[config.mk]
export PLATFORM = sky130hd
export DESIGN_NAME = hci_h4_rx_deframer_top
export DESIGN_NICKNAME = d
export VERILOG_FILES = /design/src/design/hh4_pkg.sv /design/src/design/hh4_in_stage.sv /design/src/design/hh4_parser.sv /design/src/design/hh4_out_stage.sv /design/src/design/hci_h4_rx_deframer_top.sv
export VERILOG_INCLUDE_DIRS = /design/src /design/src/design
export SDC_FILE = /design/constraint.sdc
export NUM_CORES = 1
export LEC_CHECK = 0
export ABC_AREA = 1
export BUFFER_PORTS_ARGS = -buffer_cell sky130_fd_sc_hd__clkbuf_2
export CORE_MARGIN = 1.5
export CORE_UTILIZATION = 42
export CTS_BUF_LIST = sky130_fd_sc_hd__clkbuf_16
export CTS_CLUSTER_SIZE = 16
export DETAILED_ROUTE_END_ITERATION = 8
export SYNTH_ARGS = -nofsm -noshare
export SYNTH_HDL_FRONTEND = slang
export SYNTH_HIERARCHICAL = 1
export SYNTH_SLANG_ARGS = --single-unit
[constraint.sdc]
create_clock -name clk -period 6 [get_ports clk]
set_input_delay 1.2 -clock clk [delete_from_list [all_inputs] [get_ports clk]]
set_output_delay 1.2 -clock clk [all_outputs]
set_load 0.02 [all_outputs]
[src/design/hci_h4_rx_deframer_top_macros.svh]
// Assertion helpers for the deframer; clocked on clk, held off while rst_n is low.
`ifndef HCI_H4_RX_DEFRAMER_TOP_MACROS_SVH
`define HCI_H4_RX_DEFRAMER_TOP_MACROS_SVH

// same-cycle implication
`define HH4_ASSERT_NOW(lbl, ante, cons) \
  lbl: assert property (@(posedge clk) disable iff (!rst_n) (ante) |-> (cons)) \
    else $error("deframer check failed");

// next-cycle implication
`define HH4_ASSERT_NEXT(lbl, ante, cons) \
  lbl: assert property (@(posedge clk) disable iff (!rst_n) (ante) |=> (cons)) \
    else $error("deframer check failed");

`endif

[src/design/hh4_pkg.sv]
package hh4_pkg;

  localparam logic [7:0] PKT_ACL   = 8'h02;
  localparam logic [7:0] PKT_EVENT = 8'h04;

  localparam logic [15:0] MAX_ACL_RESET = 16'd251;

  // configuration register indexes
  localparam logic CFG_ENABLE  = 1'b0;
  localparam logic CFG_MAX_ACL = 1'b1;

  typedef enum logic [2:0] {
    PH_TYPE     = 3'd0,
    PH_EVT_CODE = 3'd1,
    PH_EVT_LEN  = 3'd2,
    PH_HDL_LO   = 3'd3,
    PH_HDL_HI   = 3'd4,
    PH_LEN_LO   = 3'd5,
    PH_LEN_HI   = 3'd6,
    PH_PAYLOAD  = 3'd7
  } phase_t;

  typedef enum logic [1:0] {
    ERR_NONE     = 2'd0,
    ERR_BAD_TYPE = 2'd1,
    ERR_TOO_LONG = 2'd2,
    ERR_DISABLED = 2'd3
  } err_t;

  typedef struct packed {
    logic        packet_kind;
    logic [15:0] tag;
    logic [15:0] payload_length;
    logic [7:0]  data_byte;
    logic        data_valid;
    logic        last;
    err_t        error_code;
  } result_t;

  // parser to output stage
  typedef struct packed {
    logic    valid;
    result_t res;
  } res_bus_t;

endpackage

[src/design/hh4_in_stage.sv]
module hh4_in_stage
  import hh4_pkg::*;
(
  input  logic       clk,
  input  logic       rst_n,
  input  logic       in_valid,
  output logic       in_ready,
  input  logic [7:0] in_byte,
  input  logic       advance,
  output logic       s1_valid,
  output logic [7:0] s1_byte
);

  logic       s1_valid_r, s1_valid_nxt;
  logic [7:0] s1_byte_r;

  assign in_ready = !s1_valid_r || advance;

  always_comb begin
    s1_valid_nxt = s1_valid_r;
    if (in_ready) begin
      s1_valid_nxt = in_valid;
    end
  end

  always_ff @(posedge clk) begin
    if (!rst_n) begin
      s1_valid_r <= 1'b0;
    end else begin
      s1_valid_r <= s1_valid_nxt;
    end
  end

  always_ff @(posedge clk) begin
    if (in_valid && in_ready) begin
      s1_byte_r <= in_byte;
    end
  end

  assign s1_valid = s1_valid_r;
  assign s1_byte  = s1_byte_r;

endmodule

[src/design/hh4_parser.sv]
module hh4_parser
  import hh4_pkg::*;
(
  input  logic        clk,
  input  logic        rst_n,
  input  logic        fire,
  input  logic [7:0]  byte_in,
  input  logic        enable,
  input  logic [15:0] max_acl_length,
  output res_bus_t    res_bus
);

  phase_t      phase_r, phase_nxt;
  logic        kind_r, kind_nxt;
  logic [15:0] tag_r, tag_nxt;
  logic [15:0] len_r, len_nxt;
  logic [15:0] cnt_r, cnt_nxt;
  logic [15:0] cnt_inc;
  logic [15:0] acl_len;
  logic        fin;
  res_bus_t    rb;

  assign cnt_inc = cnt_r + 16'd1;
  assign fin     = (cnt_inc >= len_r);
  assign acl_len = {byte_in, len_r[7:0]};

  always_comb begin
    phase_nxt = phase_r;
    kind_nxt  = kind_r;
    tag_nxt   = tag_r;
    len_nxt   = len_r;
    cnt_nxt   = cnt_r;
    rb        = '0;
    rb.res.error_code = ERR_NONE;

    if (!enable) begin
      phase_nxt = PH_TYPE;
      cnt_nxt   = '0;
      rb.valid  = 1'b1;
      rb.res.error_code = ERR_DISABLED;
    end else begin
      case (phase_r)
        PH_TYPE: begin
          if (byte_in == PKT_EVENT) begin
            kind_nxt  = 1'b0;
            phase_nxt = PH_EVT_CODE;
          end else if (byte_in == PKT_ACL) begin
            kind_nxt  = 1'b1;
            phase_nxt = PH_HDL_LO;
          end else begin
            rb.valid = 1'b1;
            rb.res.error_code = ERR_BAD_TYPE;
          end
        end
        PH_EVT_CODE: begin
          tag_nxt   = {8'd0, byte_in};
          phase_nxt = PH_EVT_LEN;
        end
        PH_EVT_LEN: begin
          len_nxt = {8'd0, byte_in};
          cnt_nxt = '0;
          if (byte_in == 8'd0) begin
            rb.valid              = 1'b1;
            rb.res.packet_kind    = kind_r;
            rb.res.tag            = tag_r;
            rb.res.last           = 1'b1;
            phase_nxt             = PH_TYPE;
          end else begin
            phase_nxt = PH_PAYLOAD;
          end
        end
        PH_HDL_LO: begin
          tag_nxt   = {8'd0, byte_in};
          phase_nxt = PH_HDL_HI;
        end
        PH_HDL_HI: begin
          tag_nxt   = {byte_in, tag_r[7:0]};
          phase_nxt = PH_LEN_LO;
        end
        PH_LEN_LO: begin
          len_nxt   = {8'd0, byte_in};
          phase_nxt = PH_LEN_HI;
        end
        PH_LEN_HI: begin
          len_nxt = acl_len;
          cnt_nxt = '0;
          if (acl_len > max_acl_length) begin
            rb.valid              = 1'b1;
            rb.res.packet_kind    = 1'b1;
            rb.res.tag            = tag_r;
            rb.res.payload_length = acl_len;
            rb.res.error_code     = ERR_TOO_LONG;
            phase_nxt             = PH_TYPE;
          end else if (acl_len == 16'd0) begin
            rb.valid           = 1'b1;
            rb.res.packet_kind = kind_r;
            rb.res.tag         = tag_r;
            rb.res.last        = 1'b1;
            phase_nxt          = PH_TYPE;
          end else begin
            phase_nxt = PH_PAYLOAD;
          end
        end
        PH_PAYLOAD: begin
          rb.valid              = 1'b1;
          rb.res.packet_kind    = kind_r;
          rb.res.tag            = tag_r;
          rb.res.payload_length = len_r;
          rb.res.data_byte      = byte_in;
          rb.res.data_valid     = 1'b1;
          rb.res.last           = fin;
          if (fin) begin
            phase_nxt = PH_TYPE;
            cnt_nxt   = '0;
          end else begin
            cnt_nxt = cnt_inc;
          end
        end
        default: begin
          phase_nxt = PH_TYPE;
          cnt_nxt   = '0;
        end
      endcase
    end
  end

  always_ff @(posedge clk) begin
    if (!rst_n) begin
      phase_r <= PH_TYPE;
      kind_r  <= 1'b0;
      tag_r   <= '0;
      len_r   <= '0;
      cnt_r   <= '0;
    end else if (fire) begin
      phase_r <= phase_nxt;
      kind_r  <= kind_nxt;
      tag_r   <= tag_nxt;
      len_r   <= len_nxt;
      cnt_r   <= cnt_nxt;
    end
  end

  always_comb begin
    res_bus       = rb;
    res_bus.valid = rb.valid && fire;
  end

endmodule

[src/design/hh4_out_stage.sv]
module hh4_out_stage
  import hh4_pkg::*;
(
  input  logic     clk,
  input  logic     rst_n,
  input  res_bus_t res_bus,
  input  logic     out_ready,
  output logic     out_valid,
  output logic     can_load,
  output result_t  out_res
);

  logic    out_valid_r, out_valid_nxt;
  result_t out_res_r;

  // room for a new result once the held one is gone or leaving now
  assign can_load = !out_valid_r || out_ready;

  always_comb begin
    out_valid_nxt = out_valid_r;
    if (can_load) begin
      out_valid_nxt = res_bus.valid;
    end
  end

  always_ff @(posedge clk) begin
    if (!rst_n) begin
      out_valid_r <= 1'b0;
    end else begin
      out_valid_r <= out_valid_nxt;
    end
  end

  always_ff @(posedge clk) begin
    if (res_bus.valid && can_load) begin
      out_res_r <= res_bus.res;
    end
  end

  assign out_valid = out_valid_r;
  assign out_res   = out_res_r;

endmodule

[src/design/hci_h4_rx_deframer_top.sv]
// HCI H4 receive deframer.
// Input channel: one transport byte per transaction on in_byte (in_valid/in_ready).
// Output channel: at most one result per byte on out_* (out_valid/out_ready):
//   every payload byte with its packet kind, tag and declared length, the final
//   one flagged out_last; a zero-length packet gives one out_last result with no
//   data; header bytes give nothing. Errors (unknown type, ACL length above
//   max_acl_length, byte while disabled) give one result with out_error_code set
//   and send the parser back to hunting for a type byte.
// Config: cfg_we/cfg_index/cfg_wdata, index 0 enable, index 1 max_acl_length.
//   Write only while no transaction is in flight.
// Path: an accepted byte is held in the input register, then the parse logic
//   loads its result into the result register, which drives out_valid; a stall
//   at the output can keep the byte waiting in the input register in between.
// Throughput: one byte per cycle, limited by the single parse step and by out_ready.
// Reset (rst_n low, synchronous): both stages empty, parser hunting, enable 0,
//   max_acl_length 251.
// Stall: with out_ready low the result register holds, one more byte waits in
//   the input register, then in_ready drops until the result is taken.
module hci_h4_rx_deframer_top
  import hh4_pkg::*;
(
  input  logic        clk,
  input  logic        rst_n,
  input  logic        cfg_we,
  input  logic        cfg_index,
  input  logic [15:0] cfg_wdata,
  input  logic        in_valid,
  output logic        in_ready,
  input  logic [7:0]  in_byte,
  output logic        out_valid,
  input  logic        out_ready,
  output logic        out_packet_kind,
  output logic [15:0] out_tag,
  output logic [15:0] out_payload_length,
  output logic [7:0]  out_data_byte,
  output logic        out_data_valid,
  output logic        out_last,
  output logic [1:0]  out_error_code
);

`include "hci_h4_rx_deframer_top_macros.svh"

  logic        enable_r;
  logic [15:0] max_acl_r;
  logic        s1_valid;
  logic [7:0]  s1_byte;
  logic        can_load;
  logic        fire;
  res_bus_t    res_bus;
  result_t     out_res;

  always_ff @(posedge clk) begin
    if (!rst_n) begin
      enable_r  <= 1'b0;
      max_acl_r <= MAX_ACL_RESET;
    end else if (cfg_we) begin
      case (cfg_index)
        CFG_ENABLE:  enable_r  <= cfg_wdata[0];
        CFG_MAX_ACL: max_acl_r <= cfg_wdata;
        default: ;
      endcase
    end
  end

  assign fire = s1_valid && can_load;

  hh4_in_stage u_in (
    .clk      (clk),
    .rst_n    (rst_n),
    .in_valid (in_valid),
    .in_ready (in_ready),
    .in_byte  (in_byte),
    .advance  (can_load),
    .s1_valid (s1_valid),
    .s1_byte  (s1_byte)
  );

  hh4_parser u_parser (
    .clk            (clk),
    .rst_n          (rst_n),
    .fire           (fire),
    .byte_in        (s1_byte),
    .enable         (enable_r),
    .max_acl_length (max_acl_r),
    .res_bus        (res_bus)
  );

  hh4_out_stage u_out (
    .clk       (clk),
    .rst_n     (rst_n),
    .res_bus   (res_bus),
    .out_ready (out_ready),
    .out_valid (out_valid),
    .can_load  (can_load),
    .out_res   (out_res)
  );

  assign out_packet_kind    = out_res.packet_kind;
  assign out_tag            = out_res.tag;
  assign out_payload_length = out_res.payload_length;
  assign out_data_byte      = out_res.data_byte;
  assign out_data_valid     = out_res.data_valid;
  assign out_last           = out_res.last;
  assign out_error_code     = out_res.error_code;

  `HH4_ASSERT_NOW(a_data_no_err, out_valid && out_data_valid, out_error_code == ERR_NONE)
  `HH4_ASSERT_NOW(a_err_not_last, out_valid && (out_error_code != ERR_NONE), !out_last)
  `HH4_ASSERT_NOW(a_full_blocks_in, s1_valid && out_valid && !out_ready, !in_ready)
  `HH4_ASSERT_NEXT(a_disabled_err, fire && !enable_r, out_valid && (out_error_code == ERR_DISABLED))

endmodule
Word level (Yosys, flattened, before mapping)
Index checks and enable logic that the tools add are counted.
Storage, ports and cells
  output and inout bits: 47
  register bits after elaboration: 124
  memories: 0
  bits in latches: 0
  memory bits (read-only): 0
  word-level logic and storage cells: 98
  input port bits: 30
  memory bits (writable): 0
Cells by class
  multiply operators: 0
  divide/modulo/power cells: 0
  bitwise operators: 3
  shift operators: 0
  order comparisons: 2
  add/subtract/negate cells: 1
  reduce and logical (&&, ||, !) cells: 27
  eq/ne operators: 12
  multiplexer cells: 34
Operator list (count)
  $pmux W16 S2: 4
  $mux W18: 3
  $pmux W17 S3: 1
  $mux W16: 3
  $pmux W3 S8: 1
  $mux W3: 7
  $add A16 B1 Y16 const B: 1
  $ge A16 B16 Y1: 1
  $gt A16 B16 Y1: 1
  $logic_not A16 Y1: 1
  $eq A3 B3 Y1 const B: 4
  $reduce_and A4 Y1: 3
  $mux W1: 10
  $reduce_and A3 Y1: 3
  $eq A8 B2 Y1 const B: 1
  $eq A8 B3 Y1 const B: 1
  $logic_not A8 Y1: 1
  $reduce_and A2 Y1: 4
  $eq A3 B2 Y1 const B: 2
  $ne A3 B2 Y1 const B: 2
  $reduce_bool A2 Y1: 3
  $reduce_or A2 Y1: 3
  $logic_and A1 B1 Y1: 4
  $mux W2: 2
  other kinds (9): 13

Longest topological paths before layout
  word-level depth: 7
  mapped depth: 18
  depth with buffers taken out: 18

By module
Netlist, hierarchy kept.
Modules (own cells, without submodules)
  hh4_parser: times used 1, area each 3804.9 um2, sequential area each 1041.0 um2, cells each 590
  hh4_out_stage: times used 1, area each 1402.6 um2, sequential area each 1371.3 um2, cells each 52
  hci_h4_rx_deframer_top: times used 1, area each 653.1 um2, sequential area each 340.3 um2, cells each 78
  hh4_in_stage: times used 1, area each 291.5 um2, sequential area each 260.2 um2, cells each 15

Worst setup path before layout
Ideal clock, no wire load.
  path kind: reg2reg
  start point: register u_in.s1_byte_r[7] (netlist: u_in/s1_byte[7])
  end point: register u_out.out_res_r, in the netlist u_out/out_res[0], enable pin
  path buffers: 0
  period minus slack after synthesis: 4.416 ns
  path slack: 1.584 ns
  setup time: 0.462 ns
  cell stages (with the launch flop): 12
  arrival: 3.953 ns
  data required time: 5.538 ns
  cell sequence: edfxtp_1 -> ha_1 -> nand2_1 -> nor3_1 -> nand2_1 -> nand2_2 -> nand3_1 -> nand2_2 -> o21ai_0 -> inv_1 -> inv_1 -> a21oi_1
RTL lines
  from (decl): RTL line hh4_in_stage.sv:15  | logic [7:0] s1_byte_r;
  from (signal assigned): RTL line hh4_in_stage.sv:36  | s1_byte_r <= in_byte;
  to (signal assigned): RTL line hh4_out_stage.sv:36  | out_res_r <= res_bus.res;
  to (decl): RTL line hh4_out_stage.sv:14  | result_t out_res_r;

==> results.sh <==
export IMPL_status="finished, final reports clean"
export IMPL_vias=5283
export IMPL_grt_met1_usage_pct=27.1
export IMPL_period_share_pct=59.1
export IMPL_crit_arrival_ns=3.62
export IMPL_power_leakage_nw=3.13
export IMPL_synth_ff_type="dfxtp_1"
export IMPL_numPortBuffers=76
export IMPL_clk_latency_ns=0.42
export IMPL_post_cts_buffers=0
export IMPL_crit_path_start_kind="register"
export IMPL_first_pass_iters=5
export IMPL_synthTopCellsByArea="edfxtp_1 26%, dfxtp_1 23%, nand2_1 10%, ha_1 6.7%, a21oi_1 6.3%"
export IMPL_crit_fanout=35
export IMPL_drcViolationCount=0
export IMPL_clkTransAtPathRegs_ns=0.06
export IMPL_core_um2=14400
export IMPL_diodes=0
export IMPL_hp_class="reg -> reg"
export IMPL_hold_violations=0
export IMPL_grt_use_met2_pct=33.0
export IMPL_async_flop_share_pct=0
export IMPL_drv_cap=0
export IMPL_netlist_area_leader_share_pct=25.9
export IMPL_ios=77
export IMPL_grt_antenna_before_repair=0
export IMPL_track_usage_pct=21.4
export IMPL_row_count=44
export IMPL_cts_hold_buf=0
export IMPL_placed_area_um2=6670
export IMPL_syn_nets=798
export IMPL_yosysWarningCount=6
export IMPL_clock_sinks=124
export IMPL_drive_gt1_share_pct=17.7
export IMPL_fp_dieArea_um2=15400
export IMPL_yosysMostFrequentCell="nand2_1"
export IMPL_area_delta_synth_final_pct=17.3
export IMPL_initial_utilization_pct=42.7
export IMPL_fmax_mhz=282
export IMPL_end_kind="register"
export IMPL_relSlewSlack_pct=40.3
export IMPL_power_density_nw_per_um2=278
export IMPL_dp_hpwl_mm=11.6
export IMPL_grt_pass1_wl_mm=24.3
export IMPL_drtIter0Drc=370
export IMPL_final_area_um2=7220
export IMPL_synth_edf_count=53
export IMPL_drv_slew=0
export IMPL_routed_via_density=5.23
export IMPL_criticalPathCategory="reg -> reg"
export IMPL_grt_remaining_overflow=0
export IMPL_synth_seq_cells=124
export IMPL_worst_ep_required_time_ns=6.07
export IMPL_postSynthCellCount=735
export IMPL_fin_worst_skew_ns=0.00867
export IMPL_avgSynthCellArea_um2=8.37
export IMPL_yosysTopAreaCell="edfxtp_1"
export IMPL_layout_nets=876
export IMPL_tns_ns=0
export IMPL_synth_cell_type_count=36
export IMPL_grt_busiest_layer="met2"
export IMPL_grt_util_met3_pct=6.46
export IMPL_numCtsBuffers=17
export IMPL_rsz0062_at_grt="no"
export IMPL_worst_pin_slew_ns=0.896
export IMPL_htree_levels=4
export IMPL_cts_resized=0
export IMPL_period_minus_slack_ns=3.55
export IMPL_synth_yosys_seq_area_share_pct=49.0
export IMPL_ctsLongestPathBuffers=2
export IMPL_wirelength_mm=15.3
export IMPL_vdd_drop_max_mv=0.177
export IMPL_fp_dieH_um=124
export IMPL_netlist_top_cells_count="167 x nand2_1, 85 x inv_1, 80 x nor2_1"
export IMPL_grt_pass1_vias=4932
export IMPL_cts_tree="yes"
export IMPL_cts_root_buf="clkbuf_16"
export IMPL_grt_max_degree=38
export IMPL_place_congestion=0.969
export IMPL_setup_viol=0
export IMPL_syn_area_um2=6150
export IMPL_drtAntennaViolNets=0
export IMPL_fp_dieW_um=124
export IMPL_routedWlPerCell_um=15.1
==> flip-flops by register name (all words and copies together) (netlist names) <==
| register | flops |
|---|---|
| u_parser/len_r | 16 |
| u_parser/phase_r | 3 |
| enable_r | 1 |
| u_parser/kind_r | 1 |
| u_parser/cnt_r | 16 |
| u_in/s1_byte | 8 |
| u_parser/tag_r | 16 |
| u_out/out_res | 45 |
| u_in/s1_valid | 1 |
| max_acl_r | 16 |
| u_out/out_valid | 1 |
==> cell type report <==
cell class | instances | area, um^2
tap | 184 | 230
multi-input combinational | 492 | 2650
sequential | 124 | 3010
fill | 1387 | 7210
clock inverter | 15 | 126
clock buffer | 17 | 425
timing repair buffer | 78 | 395
inverter | 100 | 380
==> worst max-delay path, stage by stage, from the launching register on <==
cell and delay, ns:
edfxtp_1 0.53, ha_1 0.36, nand2_1 0.08, nor3_1 0.30
nand2_1 0.12, nand2_2 0.17, nand3_1 0.19, nand2_2 0.31
o21ai_0 0.12, inv_1 0.07, inv_1 0.08, a21oi_4 0.37
buf_4 0.45
==> metrics by stage <==
stage	setup WS (ns)	hold WS, ns	cells	util [%]	power, W
CTS	2.51	0.465	1010	50.0	0.00203
global placement	2.67	0.453	978	46.2	0.00108
floorplan	1.58	0.441	735	-	0.00104
detailed placement	2.53	0.457	978	46.2	0.00109
finish	2.45	0.463	1010	50.0	0.00201
global route	2.23	0.486	1010	50.0	0.00210
==> where the power goes <==
group,internal (W),switching (W)
Clock,0.000565,0.000373
Sequential,0.000906,0.0000208
Combinational,0.0000435,0.000101
==> logic make-up after synthesis <==
logic type	count (synthesis)	share of synthesized area, %
buffers and inverters	119	8.18
XOR/XNOR	14	1.99
adder cells (fa/ha/maj)	33	6.71
AO/OA/AOI/OAI	123	11.3
flip-flops	124	49.0
AND/OR/NAND/NOR	322	22.8
==> layout by cell type (no fill, tap or decap), types with 15 or more instances in the layout <==
cell type	synthesis	layout
nand3_1	23	23
nor2_1	80	80
nand4_1	17	17
clkbuf_16	0	17
dfxtp_1	71	71
nor3_1	15	15
nand2_1	167	167
inv_1	85	85
a211oi_1	16	16
o21ai_0	16	16
ha_1	33	33
a21oi_1	77	76
edfxtp_1	53	53
clkbuf_2	0	76
==> routing by layer <==
| metal | vias to the layer above | share of wire (%) |
|---|---|---|
| met5 | - | 0 |
| met4 | 0 | 4.0 |
| met2 | 175 | 46 |
| met1 | 2481 | 43 |
| li1 | 2587 | - |
| met3 | 40 | 6.5 |
==> worst paths after layout <==
path | to | cells past startpoint | from | slack [ns]
worst max register to register | u_out/out_res[20] | 12 | u_in/s1_byte[7] | 2.45
worst max-delay path | u_out/out_res[20] | 12 | u_in/s1_byte[7] | 2.45
worst min register to register | u_parser/tag_r[3] | 2 | u_parser/tag_r[3] | 0.46
worst min-delay path | u_parser/tag_r[3] | 2 | u_parser/tag_r[3] | 0.46
No activity file was read; power rests on OpenSTA's default activity.
